**src/hdl/ple_pkg.sv**
```systemverilog
// Shared types and constants for the positional list engine.
// No dependencies; every other file imports this package.
`timescale 1ns / 1ps

package ple_pkg;

  localparam int DEPTH_DEF = 16;
  localparam int DATA_W    = 32;
  localparam int POS_W     = 5;
  localparam int COUNT_W   = 5;

  typedef enum logic [1:0] {
    CMD_READ   = 2'd0,
    CMD_MODIFY = 2'd1,
    CMD_INSERT = 2'd2,
    CMD_REMOVE = 2'd3
  } cmd_t;

  typedef enum logic [2:0] {
    S_IDLE,
    S_FETCH,
    S_SHIFT,
    S_FINAL,
    S_DONE
  } state_t;

  typedef struct packed {
    logic                     status;
    logic signed [DATA_W-1:0] data_out;
    logic [COUNT_W-1:0]       count;
    logic                     is_empty;
    logic                     is_full;
  } res_t;

endpackage

```
**src/hdl/ple_if.sv**
```systemverilog
// Valid/ready channel interfaces for command words and result words.
// Depends on ple_pkg for field widths.
`timescale 1ns / 1ps

interface ple_in_if import ple_pkg::*; ();
  logic                     valid;
  logic                     ready;
  logic [1:0]               command;
  logic [POS_W-1:0]         position;
  logic signed [DATA_W-1:0] value;

  modport source (output valid, output command, output position, output value, input ready);
  modport sink   (input valid, input command, input position, input value, output ready);
endinterface

interface ple_out_if import ple_pkg::*; ();
  logic                     valid;
  logic                     ready;
  logic                     status;
  logic signed [DATA_W-1:0] data_out;
  logic [COUNT_W-1:0]       count;
  logic                     is_empty;
  logic                     is_full;

  modport source (output valid, output status, output data_out, output count,
                  output is_empty, output is_full, input ready);
  modport sink   (input valid, input status, input data_out, input count,
                  input is_empty, input is_full, output ready);
endinterface

```
**src/hdl/ple_ram.sv**
```systemverilog
// Element store: one write port, one read port with registered read data.
// Depends on ple_pkg for the word width.
`timescale 1ns / 1ps

module ple_ram import ple_pkg::*; #(
  parameter int DEPTH = DEPTH_DEF,
  parameter int AW    = $clog2(DEPTH)
) (
  input  logic              clk,
  input  logic              we,
  input  logic [AW-1:0]     waddr,
  input  logic [DATA_W-1:0] wdata,
  input  logic [AW-1:0]     raddr,
  output logic [DATA_W-1:0] rdata
);

  logic [DATA_W-1:0] mem_r [DEPTH];
  logic [DATA_W-1:0] rdata_r;

  always_ff @(posedge clk) begin
    if (we) begin
      mem_r[waddr] <= wdata;
    end
  end

  always_ff @(posedge clk) begin
    rdata_r <= mem_r[raddr];
  end

  assign rdata = rdata_r;

endmodule

```
**src/hdl/ple_ctrl.sv**
```systemverilog
// Command sequencer: range checks, element shift loop over the store, count.
// Depends on ple_pkg; drives the ports of ple_ram.
`timescale 1ns / 1ps

module ple_ctrl import ple_pkg::*; #(
  parameter int DEPTH = DEPTH_DEF,
  parameter int AW    = $clog2(DEPTH)
) (
  input  logic                     clk,
  input  logic                     rst_n,
  input  logic                     in_valid,
  output logic                     in_ready,
  input  logic [1:0]               in_command,
  input  logic [POS_W-1:0]         in_position,
  input  logic signed [DATA_W-1:0] in_value,
  input  logic                     slot_free,
  output logic                     res_valid,
  output res_t                     res,
  output logic                     we,
  output logic [AW-1:0]            waddr,
  output logic [DATA_W-1:0]        wdata,
  output logic [AW-1:0]            raddr,
  input  logic [DATA_W-1:0]        rdata
);

  localparam int LW = $clog2(DEPTH + 1);
  localparam int CW = ((LW > POS_W) ? LW : POS_W) + 1;

  state_t            state_r, state_nxt;
  cmd_t              cmd_r, cmd_nxt, cmd_in;
  logic [AW-1:0]     pos_m1_r, pos_m1_nxt;
  logic [DATA_W-1:0] val_r, val_nxt;
  logic [LW-1:0]     idx_r, idx_nxt;
  logic              pend_r, pend_nxt;
  logic [AW-1:0]     wpa_r, wpa_nxt;
  logic [LW-1:0]     length_r, length_nxt;
  logic              status_r, status_nxt;
  logic [DATA_W-1:0] data_r, data_nxt;

  logic [CW-1:0]     pos_w, len_w, idx_w, pos_r_w;
  logic              pos_ok, ins_ok, ok, more, accept;

  assign cmd_in  = cmd_t'(in_command);
  assign pos_w   = CW'(in_position);
  assign len_w   = CW'(length_r);
  assign idx_w   = CW'(idx_r);
  assign pos_r_w = CW'(pos_m1_r) + CW'(1);

  assign pos_ok = (pos_w != '0) && (pos_w <= len_w);
  assign ins_ok = (len_w < CW'(DEPTH)) && (pos_w != '0) && (pos_w <= len_w + CW'(1));
  assign ok     = (cmd_in == CMD_INSERT) ? ins_ok : pos_ok;
  assign accept = (state_r == S_IDLE) && in_valid;

  // Insert walks down from the tail, remove walks up from the hole.
  assign more = (cmd_r == CMD_INSERT) ? (idx_w >= pos_r_w) : (idx_w + CW'(1) < len_w);

  // Next state
  always_comb begin
    state_nxt = state_r;
    unique case (state_r)
      S_IDLE: begin
        if (in_valid) begin
          if (!ok) begin
            state_nxt = S_DONE;
          end else if (cmd_in == CMD_READ || cmd_in == CMD_MODIFY) begin
            state_nxt = S_FETCH;
          end else begin
            state_nxt = S_SHIFT;
          end
        end
      end
      S_FETCH: state_nxt = S_DONE;
      S_SHIFT: begin
        if (!more && !pend_r) begin
          state_nxt = S_FINAL;
        end
      end
      S_FINAL: state_nxt = S_DONE;
      S_DONE: begin
        if (slot_free) begin
          state_nxt = S_IDLE;
        end
      end
      default: state_nxt = S_IDLE;
    endcase
  end

  // Outputs and datapath updates
  always_comb begin
    in_ready   = (state_r == S_IDLE);
    res_valid  = 1'b0;
    we         = 1'b0;
    waddr      = pos_m1_r;
    wdata      = val_r;
    raddr      = '0;
    cmd_nxt    = cmd_r;
    pos_m1_nxt = pos_m1_r;
    val_nxt    = val_r;
    idx_nxt    = idx_r;
    pend_nxt   = pend_r;
    wpa_nxt    = wpa_r;
    length_nxt = length_r;
    status_nxt = status_r;
    data_nxt   = data_r;
    unique case (state_r)
      S_IDLE: begin
        if (accept) begin
          cmd_nxt    = cmd_in;
          pos_m1_nxt = AW'(pos_w - CW'(1));
          val_nxt    = in_value;
          status_nxt = !ok;
          data_nxt   = '0;
          pend_nxt   = 1'b0;
          raddr      = AW'(pos_w - CW'(1));
          idx_nxt    = (cmd_in == CMD_INSERT) ? length_r : LW'(pos_w - CW'(1));
        end
      end
      S_FETCH: begin
        data_nxt = rdata;
        if (cmd_r == CMD_MODIFY) begin
          we = 1'b1;
        end
      end
      S_SHIFT: begin
        // Retire the word fetched last cycle, fetch the next one.
        if (pend_r) begin
          we    = 1'b1;
          waddr = wpa_r;
          wdata = rdata;
        end
        if (more) begin
          pend_nxt = 1'b1;
          wpa_nxt  = idx_r[AW-1:0];
          if (cmd_r == CMD_INSERT) begin
            raddr   = AW'(idx_w - CW'(1));
            idx_nxt = LW'(idx_w - CW'(1));
          end else begin
            raddr   = AW'(idx_w + CW'(1));
            idx_nxt = LW'(idx_w + CW'(1));
          end
        end else begin
          pend_nxt = 1'b0;
        end
      end
      S_FINAL: begin
        if (cmd_r == CMD_INSERT) begin
          we         = 1'b1;
          length_nxt = LW'(len_w + CW'(1));
        end else begin
          length_nxt = LW'(len_w - CW'(1));
        end
      end
      S_DONE: res_valid = slot_free;
      default: ;
    endcase
  end

  always_ff @(posedge clk) begin
    if (!rst_n) begin
      state_r  <= S_IDLE;
      length_r <= '0;
      pend_r   <= 1'b0;
    end else begin
      state_r  <= state_nxt;
      length_r <= length_nxt;
      pend_r   <= pend_nxt;
    end
  end

  always_ff @(posedge clk) begin
    cmd_r    <= cmd_nxt;
    pos_m1_r <= pos_m1_nxt;
    val_r    <= val_nxt;
    idx_r    <= idx_nxt;
    wpa_r    <= wpa_nxt;
    status_r <= status_nxt;
    data_r   <= data_nxt;
  end

  assign res.status   = status_r;
  assign res.data_out = data_r;
  assign res.count    = len_w[COUNT_W-1:0];
  assign res.is_empty = (length_r == '0);
  assign res.is_full  = (len_w == CW'(DEPTH));

endmodule

```
**src/hdl/positional_list_engine.sv**
```systemverilog
// Top level of the positional list engine: sequencer, element store, result register.
// Depends on ple_pkg, ple_if, ple_ram and ple_ctrl.
//
//   channel  modport  word
//   in_ch    sink     command, position, value
//   out_ch   source   status, data_out, count, is_empty, is_full
//
// Steps per command: a refused command goes straight to done; read or modify
// passes through fetch; insert or remove runs the shift loop, which moves elements
// one per cycle through the store's single read and write ports, then a final state.
// in_ch.ready is high only while the sequencer is idle; one command is in flight.
// rst_n (synchronous) empties the list; element contents are not cleared.
// A result word waits in a register; while it is unread the next command is
// worked and then held until the register frees.
`timescale 1ns / 1ps

module positional_list_engine import ple_pkg::*; #(
  parameter int DEPTH = DEPTH_DEF
) (
  input  logic      clk,
  input  logic      rst_n,
  ple_in_if.sink    in_ch,
  ple_out_if.source out_ch
);

  localparam int AW = $clog2(DEPTH);

  logic              we;
  logic [AW-1:0]     waddr;
  logic [DATA_W-1:0] wdata;
  logic [AW-1:0]     raddr;
  logic [DATA_W-1:0] rdata;

  logic              res_valid;
  res_t              res;
  logic              slot_free;

  logic              out_valid_r;
  res_t              res_r;

  // The result slot is free when empty or being drained this cycle.
  assign slot_free = !out_valid_r || out_ch.ready;

  ple_ctrl #(
    .DEPTH (DEPTH),
    .AW    (AW)
  ) u_ctrl (
    .clk         (clk),
    .rst_n       (rst_n),
    .in_valid    (in_ch.valid),
    .in_ready    (in_ch.ready),
    .in_command  (in_ch.command),
    .in_position (in_ch.position),
    .in_value    (in_ch.value),
    .slot_free   (slot_free),
    .res_valid   (res_valid),
    .res         (res),
    .we          (we),
    .waddr       (waddr),
    .wdata       (wdata),
    .raddr       (raddr),
    .rdata       (rdata)
  );

  ple_ram #(
    .DEPTH (DEPTH),
    .AW    (AW)
  ) u_ram (
    .clk   (clk),
    .we    (we),
    .waddr (waddr),
    .wdata (wdata),
    .raddr (raddr),
    .rdata (rdata)
  );

  // Hold the result word until the sink takes it.
  always_ff @(posedge clk) begin
    if (!rst_n) begin
      out_valid_r <= 1'b0;
    end else if (res_valid) begin
      out_valid_r <= 1'b1;
    end else if (out_ch.ready) begin
      out_valid_r <= 1'b0;
    end
  end

  always_ff @(posedge clk) begin
    if (res_valid) begin
      res_r <= res;
    end
  end

  assign out_ch.valid    = out_valid_r;
  assign out_ch.status   = res_r.status;
  assign out_ch.data_out = res_r.data_out;
  assign out_ch.count    = res_r.count;
  assign out_ch.is_empty = res_r.is_empty;
  assign out_ch.is_full  = res_r.is_full;

endmodule
```
**src/flat_wrapper.sv**
```systemverilog
// flat-port wrapper written by rule: the top's interface ports become plain ports
module positional_list_engine_flat import ple_pkg::*;
#(
  parameter int DEPTH = DEPTH_DEF
)
  (clk, rst_n, in_ch_valid, in_ch_command, in_ch_position, in_ch_value, in_ch_ready, out_ch_valid, out_ch_status, out_ch_data_out, out_ch_count, out_ch_is_empty, out_ch_is_full, out_ch_ready);
  ple_in_if in_ch_i ();
  ple_out_if out_ch_i ();
  input  logic clk;
  input  logic rst_n;
  input wire logic [$bits(in_ch_i.valid)-1:0] in_ch_valid;
  input wire logic [$bits(in_ch_i.command)-1:0] in_ch_command;
  input wire logic [$bits(in_ch_i.position)-1:0] in_ch_position;
  input wire logic [$bits(in_ch_i.value)-1:0] in_ch_value;
  output wire logic [$bits(in_ch_i.ready)-1:0] in_ch_ready;
  output wire logic [$bits(out_ch_i.valid)-1:0] out_ch_valid;
  output wire logic [$bits(out_ch_i.status)-1:0] out_ch_status;
  output wire logic [$bits(out_ch_i.data_out)-1:0] out_ch_data_out;
  output wire logic [$bits(out_ch_i.count)-1:0] out_ch_count;
  output wire logic [$bits(out_ch_i.is_empty)-1:0] out_ch_is_empty;
  output wire logic [$bits(out_ch_i.is_full)-1:0] out_ch_is_full;
  input wire logic [$bits(out_ch_i.ready)-1:0] out_ch_ready;
  assign in_ch_i.valid = in_ch_valid;
  assign in_ch_i.command = in_ch_command;
  assign in_ch_i.position = in_ch_position;
  assign in_ch_i.value = in_ch_value;
  assign in_ch_ready = in_ch_i.ready;
  assign out_ch_valid = out_ch_i.valid;
  assign out_ch_status = out_ch_i.status;
  assign out_ch_data_out = out_ch_i.data_out;
  assign out_ch_count = out_ch_i.count;
  assign out_ch_is_empty = out_ch_i.is_empty;
  assign out_ch_is_full = out_ch_i.is_full;
  assign out_ch_i.ready = out_ch_ready;
  positional_list_engine #(.DEPTH(DEPTH)) u_core (.clk(clk), .rst_n(rst_n), .in_ch(in_ch_i), .out_ch(out_ch_i));
endmodule
```
**config.mk**
```make
export PLATFORM = sky130hd
export DESIGN_NAME = positional_list_engine_flat
export DESIGN_NICKNAME = d
export VERILOG_FILES = /design/src/hdl/ple_pkg.sv /design/src/hdl/ple_if.sv /design/src/hdl/ple_ram.sv /design/src/hdl/ple_ctrl.sv /design/src/hdl/positional_list_engine.sv /design/src/flat_wrapper.sv
export SDC_FILE = /design/constraint.sdc
export NUM_CORES = 1
export LEC_CHECK = 0
export BUFFER_PORTS_ARGS = -buffer_cell sky130_fd_sc_hd__buf_2
export CAP_MARGIN = 20
export CORE_ASPECT_RATIO = 0.9
export CORE_MARGIN = 8
export CORE_UTILIZATION = 30
export CTS_CLUSTER_SIZE = 14
export DETAILED_ROUTE_END_ITERATION = 7
export GPL_TIMING_DRIVEN = 1
export PLACE_DENSITY_LB_ADDON = 0.1
export SYNTH_ARGS = -nofsm -noshare
export SYNTH_HDL_FRONTEND = slang
export SYNTH_SLANG_ARGS = --single-unit
```
**constraint.sdc**
```tcl
create_clock -name clk -period 10.4 [get_ports clk]
set_input_delay 0.52 -clock clk [delete_from_list [all_inputs] [get_ports clk]]
set_output_delay 0.52 -clock clk [all_outputs]
set_load 0.005 [all_outputs]
```
==> results of run 1 <==
==> routing by layer <==
layer  wire [um]  global-route usage
met5           0                   0
met4        1450              0.0372
met3        3140              0.0256
met2       34200               0.238
met1       35500               0.211
==> cells by family after synthesis <==
family | Yosys count
AOI/OAI and AO/OA | 290
muxes | 69
DFF | 674
xor gates and xnor gates | 19
buffers and inverters | 122
adders and majority gates | 27
and+or+nand+nor | 586
==> worst max path at each step <==
stage | cells past startpoint | start | end
final | 13 | u_core.u_ctrl.idx_r[1] | u_core.u_ram.rdata[1]
after global placement | 13 | u_core.u_ctrl.idx_r[1] | u_core.u_ram.rdata[21]
after global routing | 13 | u_core.u_ctrl.idx_r[1] | u_core.u_ram.rdata[1]
after floorplan | 8 | u_core.u_ctrl.state_r[1] | u_core.u_ram.mem_r[2][0]
after detailed placement | 13 | u_core.u_ctrl.idx_r[1] | u_core.u_ram.rdata[1]
after CTS | 13 | u_core.u_ctrl.idx_r[1] | u_core.u_ram.rdata[1]
==> flip-flops by register name, indices dropped and copies added (netlist names), 2 cells and up <==
| signal | flops |
|---|---|
| u_core.u_ram.mem_r | 512 |
| u_core.out_ch.data_out | 32 |
| u_core.u_ctrl.data_r | 32 |
| u_core.u_ctrl.val_r | 32 |
| u_core.u_ram.rdata | 32 |
| u_core.out_ch.count | 5 |
| u_core.u_ctrl.idx_r | 5 |
| u_core.u_ctrl.length_r | 5 |
| u_core.u_ctrl.pos_m1_r | 4 |
| u_core.u_ctrl.wpa_r | 4 |
| u_core.u_ctrl.state_r | 3 |
| u_core.u_ctrl.cmd_r | 2 |
==> through the flow <==
stage	std cells	utilization
after global routing	3104	0.351
after CTS	3104	0.351
after global placement	2964	0.324
after detailed placement	2965	0.324
final	3104	0.351
after floorplan	1787	-
==> cell type report <==
cell class / instances / area, um2
clock buffer: 110 / 2120
inverter: 22 / 82.6
clock inverter: 29 / 294
multi-input combinational: 991 / 6340
timing repair buffer: 123 / 711
sequential: 674 / 19800
fill: 8383 / 56900
tap: 1155 / 1450
==> power by group through the flow <==
stage / combinational (mW) / clock [mW] / sequential, mW
after floorplan: 0.382 / 0 / 3.19
after global placement: 0.577 / 0 / 3.21
after detailed placement: 0.580 / 0 / 3.21
after CTS: 0.584 / 2.70 / 3.16
after global routing: 0.633 / 2.79 / 3.17
final: 0.570 / 2.62 / 3.15
==> worst max-delay path, stage by stage, from the launching register on <==
cell and delay (ns):
edfxtp_1 0.48, ha_1 0.31, xor2_1 0.17, ha_1 0.31, a211o_1 0.26, a31oi_1 0.16
o22ai_2 0.16, o31ai_4 0.26, buf_4 0.74, buf_4 0.73, nand2_1 0.11, a32o_1 0.27
a2111oi_1 0.38, a31o_1 0.15
==> synthesized netlist by cell type (13+ instances only) <==
cell type,number,area [um2]
buf_2,30,150
a32oi_1,60,526
mux2i_1,68,681
and3_1,36,225
a31o_1,31,272
ha_1,27,338
and2_1,38,238
clkbuf_1,48,180
edfxtp_1,632,19000
a2111oi_2,29,435
a21oi_1,72,360
a32o_1,32,320
nor2_1,25,93.8
o21ai_0,21,105
buf_4,14,105
xnor2_1,15,131
nand3_1,13,65.1
inv_1,21,78.8
nand2_1,434,1630
dfxtp_1,42,841
==> cells in the final DEF (no fill, tap or decap), types with 13 or more instances in the layout <==
| master | n |
|---|---|
| a32o_1 | 32 |
| o21ai_0 | 21 |
| a21oi_1 | 72 |
| clkbuf_1 | 25 |
| ha_1 | 27 |
| and3_1 | 35 |
| and2_1 | 38 |
| nor2_4 | 16 |
| mux2i_1 | 68 |
| dfxtp_1 | 42 |
| a31o_1 | 31 |
| buf_4 | 38 |
| a2111oi_2 | 29 |
| edfxtp_1 | 632 |
| clkbuf_16 | 76 |
| nand3_1 | 13 |
| nand2_1 | 433 |
| a32oi_1 | 60 |
| inv_1 | 20 |
| xnor2_1 | 15 |
| buf_2 | 85 |
==> impl_results.md, run 1 <==
* Antenna violations before repair at 1
* Largest net degree at the start of global routing at 79
* Sw Share at 0.240
* Routed len/inst at roughly 24 um
* XOR/XNOR Fraction of Synth Area at 0.00626
* Global-route wire length before repair at roughly 110 mm
* Status: complete, no violations
* DRC at 0
* Post-synth EDFFs at about 630
* Minimum clock period at roughly 4.6 ns
* # IOs at 85
* Design area at 0.0308 mm2
* Drt pass-1 iters at 5
* CTS tree: built
* Final worst path period share at 0.445
* Hold_buf cts at 0
* Synthesis Warnings at 0
* Initial DRC count at 898
* Initial Util at 0.303
* Place WS at approximately 5.8 ns
* CTS root buffer: clkbuf_16
* Pwr Total at about 6.3 mW
* WP data required at 10.94 ns
* Primary FF master, synth: edfxtp_1
* Power density cells at 206 mW/mm2
* WP data arrival at roughly 5.2 ns
* Combinational fraction of design power at 0.090
* Leak at around 11 nW
* Fin. max-slew vios at 0
* Hold path start: in_ch_value[17]
* Via count at approximately 15000
* TritonCTS Sinks at 674
* Post-Synth Adder-Cell Area at 0.0127
* Clock share of power at 0.413
* Multiplexer share of the synthesized area at 0.0260
* Post-DP Area at 0.0284 mm2
* IR drop worst, VDD at 0.0894 mV
* R2r endpoint: u_core.u_ram.rdata[1]
* Library cells used by synthesis at 65
* Synth Area in Simple Gates at 0.0947
* Port Buffers at 84
* Syn Nets at 1857
* Routed Antenna Nets at 0
* Die Width at between 300 and 400 um
* Final HPWL DP at between 30 and 40 mm
* Post-synth design cell area at approximately 0.027 mm2
* Net switching power figure at between 1.5 and 2 mW
* Crit. End Element: flop
* Largest family of logic cells by synthesized area: simple AND/OR/NAND/NOR gates
* Final-report setup violation count at 0
* Fraction of registers with async set/reset at 0
* Relative slew slack at 0.291
* Routed Wire Length at 74.3 mm
* Hold Path End: u_core.u_ctrl.val_r[17]
* Worst skew pair latency at between 0.6 and 0.7 ns
* HP Class: in2reg
* Layout area overhead at 15.9%
* Seq/Total Area, Yosys at 0.745
* Final Hold Vio Count at 0
* H-tree Lvls at 3
* Ratio of cells with drive above 1 in the final layout at 0.153
* CP startpoint kind: flop
* # Post-CTS Setup Buffers at 0
* Ant diodes at 0
* Min Hold Slack at 0.0815 ns
* Yosys reg bits at 674
* Core ar. at 0.0878 mm2
* GPL Wtd Cong at ~0.75
* Final worst slack at between 5 and 6 ns
* FP Rows at approximately 100
* Max FO, Critical Path at 73
* R2R Setup Slk at 5.77 ns
* Synth Area per Inst at about 15 um2
* PostCTS Resize Cnt at 0
* CTS Buf Count at between 70 and 80
* Die height at roughly 300 um
* GR Overflow Total at 0
* Nets at between 1500 and 2000
* Vias in the first global route at roughly 15000
* RSZ-0062 raised after global routing: false
* CTS Buffer Depth at 3
* Peak Freq at between 0.2 and 0.25 GHz
* P_int at slightly below 5 mW
* Clk slew on worst S/H paths at approximately 0.06 ns
* CP Class: reg2reg
* Via density per instance at around 5
* Max-Cap Viols at 0
* Gr usage total at 0.149
* Die ar. at a little under 0.1 mm2
* Clk_skew at about 0.026 ns
* Sum of negative setup slack at 0 ns
* Worst-Margin Slew at roughly 1.1 ns
* Syn Inst Count at 1787
* Complex-gate fraction of the synthesized area at 0.0927
* Register share of total power at 0.497
* Worst hold path cell count at 1
* Reg2Reg Depth at 13
* R2R Path Start: u_core.u_ctrl.idx_r[1]
Power figures use the tool's default switching activity.
==> run 2, diff against run 1 <==
--- a/config.mk
+++ b/config.mk
@@ -5,6 +5,7 @@
 export SDC_FILE = /design/constraint.sdc
 export NUM_CORES = 1
 export LEC_CHECK = 0
+export ABC_AREA = 1
 export BUFFER_PORTS_ARGS = -buffer_cell sky130_fd_sc_hd__buf_2
 export CAP_MARGIN = 20
 export CORE_ASPECT_RATIO = 0.9
==> constraint.sdc (replaced) <==
create_clock -name clk -period 4.1 [get_ports clk]
set_input_delay 0.205 -clock clk [delete_from_list [all_inputs] [get_ports clk]]
set_output_delay 0.205 -clock clk [all_outputs]
set_load 0.005 [all_outputs]
==> run 2 against run 1 <==
Register-to-register slack got worse by 4.9 ns. Count of clock-buffer cells in the layout did not move. Utilization is 0.57 points higher. Combinational power rose to 4.4 times the previous value. Worst setup slack worse by 4.9 ns. Hold slack worse by 0.0053 ns. Final cell count up 31%. Sequential share of layout area fell by 6.4 points. Synthesized cell count increased by 45%. Critical path type unchanged. Largest cell class unchanged. Largest power group unchanged.
==> impl_results.md, run 2 <==
* Gr usage total at 0.158
* Post-synth design cell area at 0.0289 mm2
* Top-count cell post-synth: edfxtp_1
* Post-synth EDFFs at 632
* Worst-Margin Slew at between 0.9 and 1 ns
* Number of flip-flops under the largest register name at 512
* Routed Antenna Nets at 0
* Drt pass-1 iters at 5
* WP data required at about 4.6 ns
* # IOs at 85
* Fin. max-slew vios at 0
* Library cells used by synthesis at 35
* WP data arrival at approximately 3.7 ns
* Die ar. at about 0.11 mm2
* Global-route wire length before repair at ~130 mm
* CTS Buf Count at 76
* CP startpoint kind: flop
* Synth Area per Inst at 11.2 um2
* Relative slew slack at 0.342
* Die Width at ~340 um
* Dominant cell type by area after synthesis: edfxtp_1
* Sum of negative setup slack at 0 ns
* Status: complete, no violations
* RSZ-0062 raised after global routing: false
* Hold Path End: u_core.u_ctrl.state_r[1]
* Min Hold Slack at ~0.076 ns
* Clock share of power at 0.395
* Syn Nets at ~2700
* GPL Wtd Cong at around 0.78
* Routed Wire Length at between 80 and 90 mm
* Most frequent cells in the layout: edfxtp_1, nand3_1, inv_1
* Antenna violations before repair at 2
* Yosys reg bits at 674
* Leak at around 14 nW
* Sw Share at 0.265
* Max-Cap Viols at 0
* Area contributors post-synth: edfxtp_1, nand3_1, inv_1, nand2_1, dfxtp_1
* Core ar. at roughly 0.096 mm2
* Combinational fraction of design power at 0.142
* Crit. End Element: flop
* Synthesis Warnings at 0
* Via density per instance at 4.71
* Clk_skew at around 0.027 ns
* Reg2Reg Depth at 17
* CP Class: reg2reg
* Max FO, Critical Path at approximately 160
* CTS root buffer: clkbuf_16
* Power density cells at between 500 and 600 mW/mm2
* Final HPWL DP at about 43 mm
* Post-synth top area share at 0.657
* Initial Util at 0.301
* H-tree Lvls at 3
* Primary FF master, synth: edfxtp_1
* Final Hold Vio Count at 0
* Routed len/inst at around 21 um
* Crit. Startpoint: u_core.u_ctrl.idx_r[0]
* HP Class: in2reg
* Layout area overhead at 18.5%
* Clk slew on worst S/H paths at roughly 0.060 ns
* Worst skew pair latency at 0.63 ns
* Synth cell count leaders: edfxtp_1, nand3_1, inv_1, nand2_1, nand3b_1
* TritonCTS Sinks at a little under 700
* CTS Buffer Depth at 3
* GR Overflow Total at 0
* Vias in the first global route at 18800
* Fraction of registers with async set/reset at 0
* Commonest non-fill, non-tap cell in the layout: edfxtp_1
* R2R Path Start: u_core.u_ctrl.idx_r[0]
* Net switching power figure at about 4.7 mW
* Worst hold path cell count at 4
* Largest net degree at the start of global routing at about 160
* Ratio of cells with drive above 1 in the final layout at 0.117
* Initial DRC count at 1506
* Most flops, register: u_core.u_ram.mem_r
* Hold path start: in_ch_valid
* Nets at around 2800
* Final worst path period share at 0.788
* R2r endpoint: u_core.u_ram.rdata[3]
* Final-report setup violation count at 0
* R2R Setup Slk at between 0.8 and 0.9 ns
* Register share of total power at 0.463
* Port Buffers at 84
* Seq/Total Area, Yosys at 0.686
* Syn Inst Count at 2592
* FP Rows at about 110
* Peak Freq at 0.309 GHz
* Fill count at approximately 9500
* Minimum clock period at about 3.2 ns
* P_int at 13.0 mW
* Die height at just over 300 um
* # Post-CTS Setup Buffers at 0
* CTS tree: built
* DRC at 0
* IR drop worst, VDD at just over 0.3 mV
* Via count at approximately 19000
run 2: changes by cell type after synthesis, moves of 47 or more:
| cell | change |
|---|---|
| a21oi_1 | -58 |
| a32oi_1 | -60 |
| inv_1 | +411 |
| mux2i_1 | -68 |
| nand3_1 | +587 |
| nand3b_1 | +94 |
| nor2_1 | +47 |
run 2: how the worst max path moves through the flow:
stage	end	slack (ns)
final	u_core.u_ram.rdata[3]	0.87
after global routing	u_core.u_ram.rdata[8]	0.57
after detailed placement	u_core.u_ram.rdata[8]	0.88
after floorplan	u_core.u_ram.mem_r[10][0]	0.90
after CTS	u_core.u_ram.rdata[8]	0.84
after global placement	u_core.u_ram.rdata[8]	0.89
run 2: critical path, cell delays in order, from the launching register on:
cell	delay, ns
edfxtp_1	0.48
inv_1	0.13
ha_1	0.34
ha_1	0.29
nand2_1	0.05
nand2_1	0.05
nand2_1	0.05
nand2_1	0.05
nand2_1	0.04
nand2_1	0.05
nand2_1	0.12
nand3_4	0.16
buf_12	0.54
nand3_1	0.13
nand3_1	0.13
nand3_1	0.09
nand3_1	0.12
nand2_1	0.07
run 2: metrics by stage:
step,util,cells,power (mW),setup WS (ns),instance area [um2]
global route,0.357,4060,18.4,0.571,34200
CTS,0.357,4059,17.9,0.837,34200
global placement,0.326,3882,10.8,0.890,31300
finish,0.357,4061,17.7,0.868,34200
floorplan,-,2592,9.81,0.899,28900
detailed placement,0.326,3882,10.8,0.885,31300
run 2: cell families after synthesis:
group,Yosys count,synth area share
adders and majority gates,27,0.0117
and+or+nand+nor,1206,0.197
DFF,674,0.686
buffers and inverters,582,0.0843
xor gates and xnor gates,14,0.00424
AOI/OAI and AO/OA,89,0.0172
run 2: power groups by stage:
stage | Sequential [mW] | Clock (mW) | Combinational (mW)
final | 8.18 | 6.97 | 2.50
after floorplan | 8.29 | 0 | 1.52
after global placement | 8.33 | 0 | 2.50
after CTS | 8.19 | 7.18 | 2.54
after global routing | 8.21 | 7.42 | 2.79
after detailed placement | 8.33 | 0 | 2.51
run 2: final cells by class:
cell class,count,area [um2],share of cell area
Antenna cell,1,2.50,0.0000731
Clock buffer,110,2230,0.0652
Clock inverter,31,332,0.00968
Inverter,437,1640,0.0480
Multi-Input combinational cell,1336,6840,0.200
Sequential cell,674,19800,0.579
Tap cell,1265,1580,0.0462
Timing Repair Buffer,207,1780,0.0521
run 2: timing repair:
action / CTS / global route
gates resized for setup: 0 / 0
hold buffers: 36 / 0
hold endpoints to repair: 43 / 0
run 2: layer usage:
layer,track usage,part of all wire,vias to the layer above
met4,0.0441,0.024,0
met1,0.223,0.48,9488
met3,0.0215,0.042,129
met5,0,0,-
met2,0.255,0.46,455
li1,-,-,9057
==> run 3, diff against run 2 <==
==> constraint.sdc (replaced) <==
create_clock -name clk -period 2.8 [get_ports clk]
set_input_delay 0.14 -clock clk [delete_from_list [all_inputs] [get_ports clk]]
set_output_delay 0.14 -clock clk [all_outputs]
set_load 0.005 [all_outputs]
==> run 3 against run 2 <==
Non-clock buffer count grew 116. Die area is the same. Utilization grew 2.0 points. Hold slack lost 0.015 ns. Flip-flop and latch count is the same. Worst setup slack lost 0.85 ns. Final area grew 5.7%. Routed wire length grew 4.5%. Clock power grew 51%. First-iteration DRC count shrank 4.6%. Clock skew shrank 0.0037 ns. Critical path type unchanged. Largest power group unchanged.
==> impl_results.md, run 3 (same netlist as run 2, synthesis figures left out) <==
* Nets at 2921
* R2R Setup Slk at roughly 0.021 ns
* CP startpoint kind: flop
* GPL Wtd Cong at approximately 0.8
* Final worst path period share at 0.993
* Antenna violations before repair at 1
* Core ar. at roughly 0.096 mm2
* Via density per instance at around 4.7
* Die ar. at approximately 0.11 mm2
* Clk_skew at about 0.023 ns
* Ant diodes at 0
* Drt pass-1 iters at 7
* CTS Buffer Depth at 3
* Initial Util at 0.301
* Min Hold Slack at roughly 0.061 ns
* Most frequent cells in the layout: edfxtp_1, nand3_1, inv_1
* CP peak stage delay at 0.47 ns
* Leak at approximately 15 nW
* Initial DRC count at around 1400
* Worst skew pair latency at between 0.6 and 0.7 ns
* Fin. max-slew vios at 0
* Peak Freq at 0.360 GHz
* Minimum clock period at about 2.8 ns
* Most frequent CP cell: nand2_1
* CP Class: reg2reg
* Max-Cap Viols at 0
* Global-route wire length before repair at 128 mm
* Worst hold path cell count at 5
* Relative slew slack at 0.530
* Sum of negative setup slack at 0 ns
* Final-report setup violation count at 0
* Max FO, Critical Path at 7
* Largest net degree at the start of global routing at 96
* Die height at between 300 and 400 um
* Power density cells at 743 mW/mm2
* WP data required at 3.33 ns
* CP delay by family, top: simple AND/OR/NAND/NOR gates
* R2R Path Start: u_core.u_ctrl.idx_r[0]
* Reg2Reg Depth at 19
* R2r endpoint: u_core.u_ram.rdata[31]
* Routed Antenna Nets at 0
* Combinational fraction of design power at 0.162
* WP depth at 19
* RSZ-0062 raised after global routing: true
* Routed len/inst at between 20 and 25 um
* CTS Buf Count at 78
* Gr usage total at 0.160
* Vias in the first global route at 19400
* Ratio of cells with drive above 1 in the final layout at 0.163
* Register share of total power at 0.446
* Crit. End Element: flop
* Most flops, register: u_core.u_ram.mem_r
* Sw Share at 0.269
* TritonCTS Sinks at a little under 700
* Port Buffers at 84
* H-tree Lvls at 3
* Worst-Margin Slew at roughly 0.70 ns
* CTS root buffer: clkbuf_16
* HP Class: in2reg
* # IOs at 85
* Final Hold Vio Count at 0
* Number of flip-flops under the largest register name at around 500
* CTS tree: built
* Final core utilization at 0.377
* Routed Wire Length at just under 90 mm
* Clk slew on worst S/H paths at ~0.060 ns
* Via count at between 15000 and 20000
* WP data arrival at 3.31 ns
* Final HPWL DP at roughly 50 mm
* Commonest non-fill, non-tap cell in the layout: edfxtp_1
* WP buf/inv at 3
* IR drop worst, VDD at roughly 0.49 mV
* Die Width at 343 um
* Max stage delay cell, worst path: edfxtp_1
* Net switching power figure at around 7.2 mW
* Clock share of power at 0.392
* P_int at 19.6 mW
* GR Overflow Total at 0
* Pwr Total at approximately 27 mW
* Crit-path cells: ha_2 > xor2_2 > ha_1 > nand2_1 > inv_1 > nand2_1 > nand2_1 > nand2_1 > nand2_1 > nand2_2 > nand3_4 > nand2_8 > buf_12 > buf_16 > nand2_1 > nand3_2 > nand3_1 > nand3_1 > nand2_1
* Status: complete, no violations
* Hold path start: in_ch_position[4]
* Hold Path End: u_core.u_ctrl.state_r[1]
* DRC at 0
* Layout area overhead at 25.2%
* FP Rows at between 100 and 150
==> run 3: tightest hold or removal path, stage by stage <==
cell and delay, ns:
buf_2 0.13, inv_1 0.09, nand3_1 0.11, nand4_1 0.11
a21oi_1 0.06
==> run 3: stage by stage <==
stage / setup WS, ns / cell area (um2) / std cells
after floorplan: -0.401 / 28900 / 2592
after global placement: -0.0816 / 32400 / 3970
after detailed placement: -0.0436 / 32400 / 3970
after CTS: 0.00363 / 35500 / 4156
after global routing: -0.149 / 36200 / 4179
final: 0.0207 / 36200 / 4179
==> run 3: repair_timing <==
item | 4_1_cts | 5_1_grt
hold endpoints to repair | 44 | 0
gates resized for setup | 7 | 50
setup buffers | 4 | 7
hold buffers | 37 | 0
gates cloned | 2 | 17
endpoints found under the setup margin | 22 | 32
pin swaps | 3 | 19
==> run 3: final cells by class <==
cell class | instances | area [um2]
fill | 9352 | 59800
sequential | 674 | 19800
multi-input combinational | 1337 | 7000
timing repair buffer | 323 | 3490
clock buffer | 94 | 2100
inverter | 437 | 1650
tap | 1265 | 1580
clock inverter | 49 | 549
==> run 3: layer usage <==
| metal | share of wire | up-vias | routed length (um) | GRT usage |
|---|---|---|---|---|
| met1 | 0.48 | 9701 | 42400 | 0.230 |
| li1 | - | 9307 | - | - |
| met3 | 0.047 | 140 | 4180 | 0.0255 |
| met4 | 0.024 | 0 | 2170 | 0.0409 |
| met5 | 0 | - | 0 | 0 |
| met2 | 0.45 | 497 | 40000 | 0.253 |
==> run 3: power groups by stage <==
stage	Sequential (mW)	Combinational, mW	Clock, mW
global placement	12.2	3.95	0
CTS	12.0	4.05	10.8
detailed placement	12.2	3.96	0
finish	12.0	4.35	10.5
global route	12.0	4.81	11.1
floorplan	12.1	2.22	0
==> run 3: worst max path at each step <==
| stage | from | end | slack (ns) |
|---|---|---|---|
| floorplan | u_core.u_ctrl.state_r[1] | u_core.u_ram.mem_r[10][0] | -0.40 |
| detailed placement | u_core.u_ctrl.idx_r[0] | u_core.u_ram.rdata[28] | -0.04 |
| finish | u_core.u_ctrl.idx_r[0] | u_core.u_ram.rdata[31] | 0.02 |
| global route | u_core.u_ctrl.idx_r[0] | u_core.u_ram.rdata[3] | -0.15 |
| global placement | u_core.u_ctrl.idx_r[0] | u_core.u_ram.rdata[8] | -0.08 |
| CTS | u_core.u_ctrl.idx_r[0] | u_core.u_ram.rdata[8] | 0.004 |
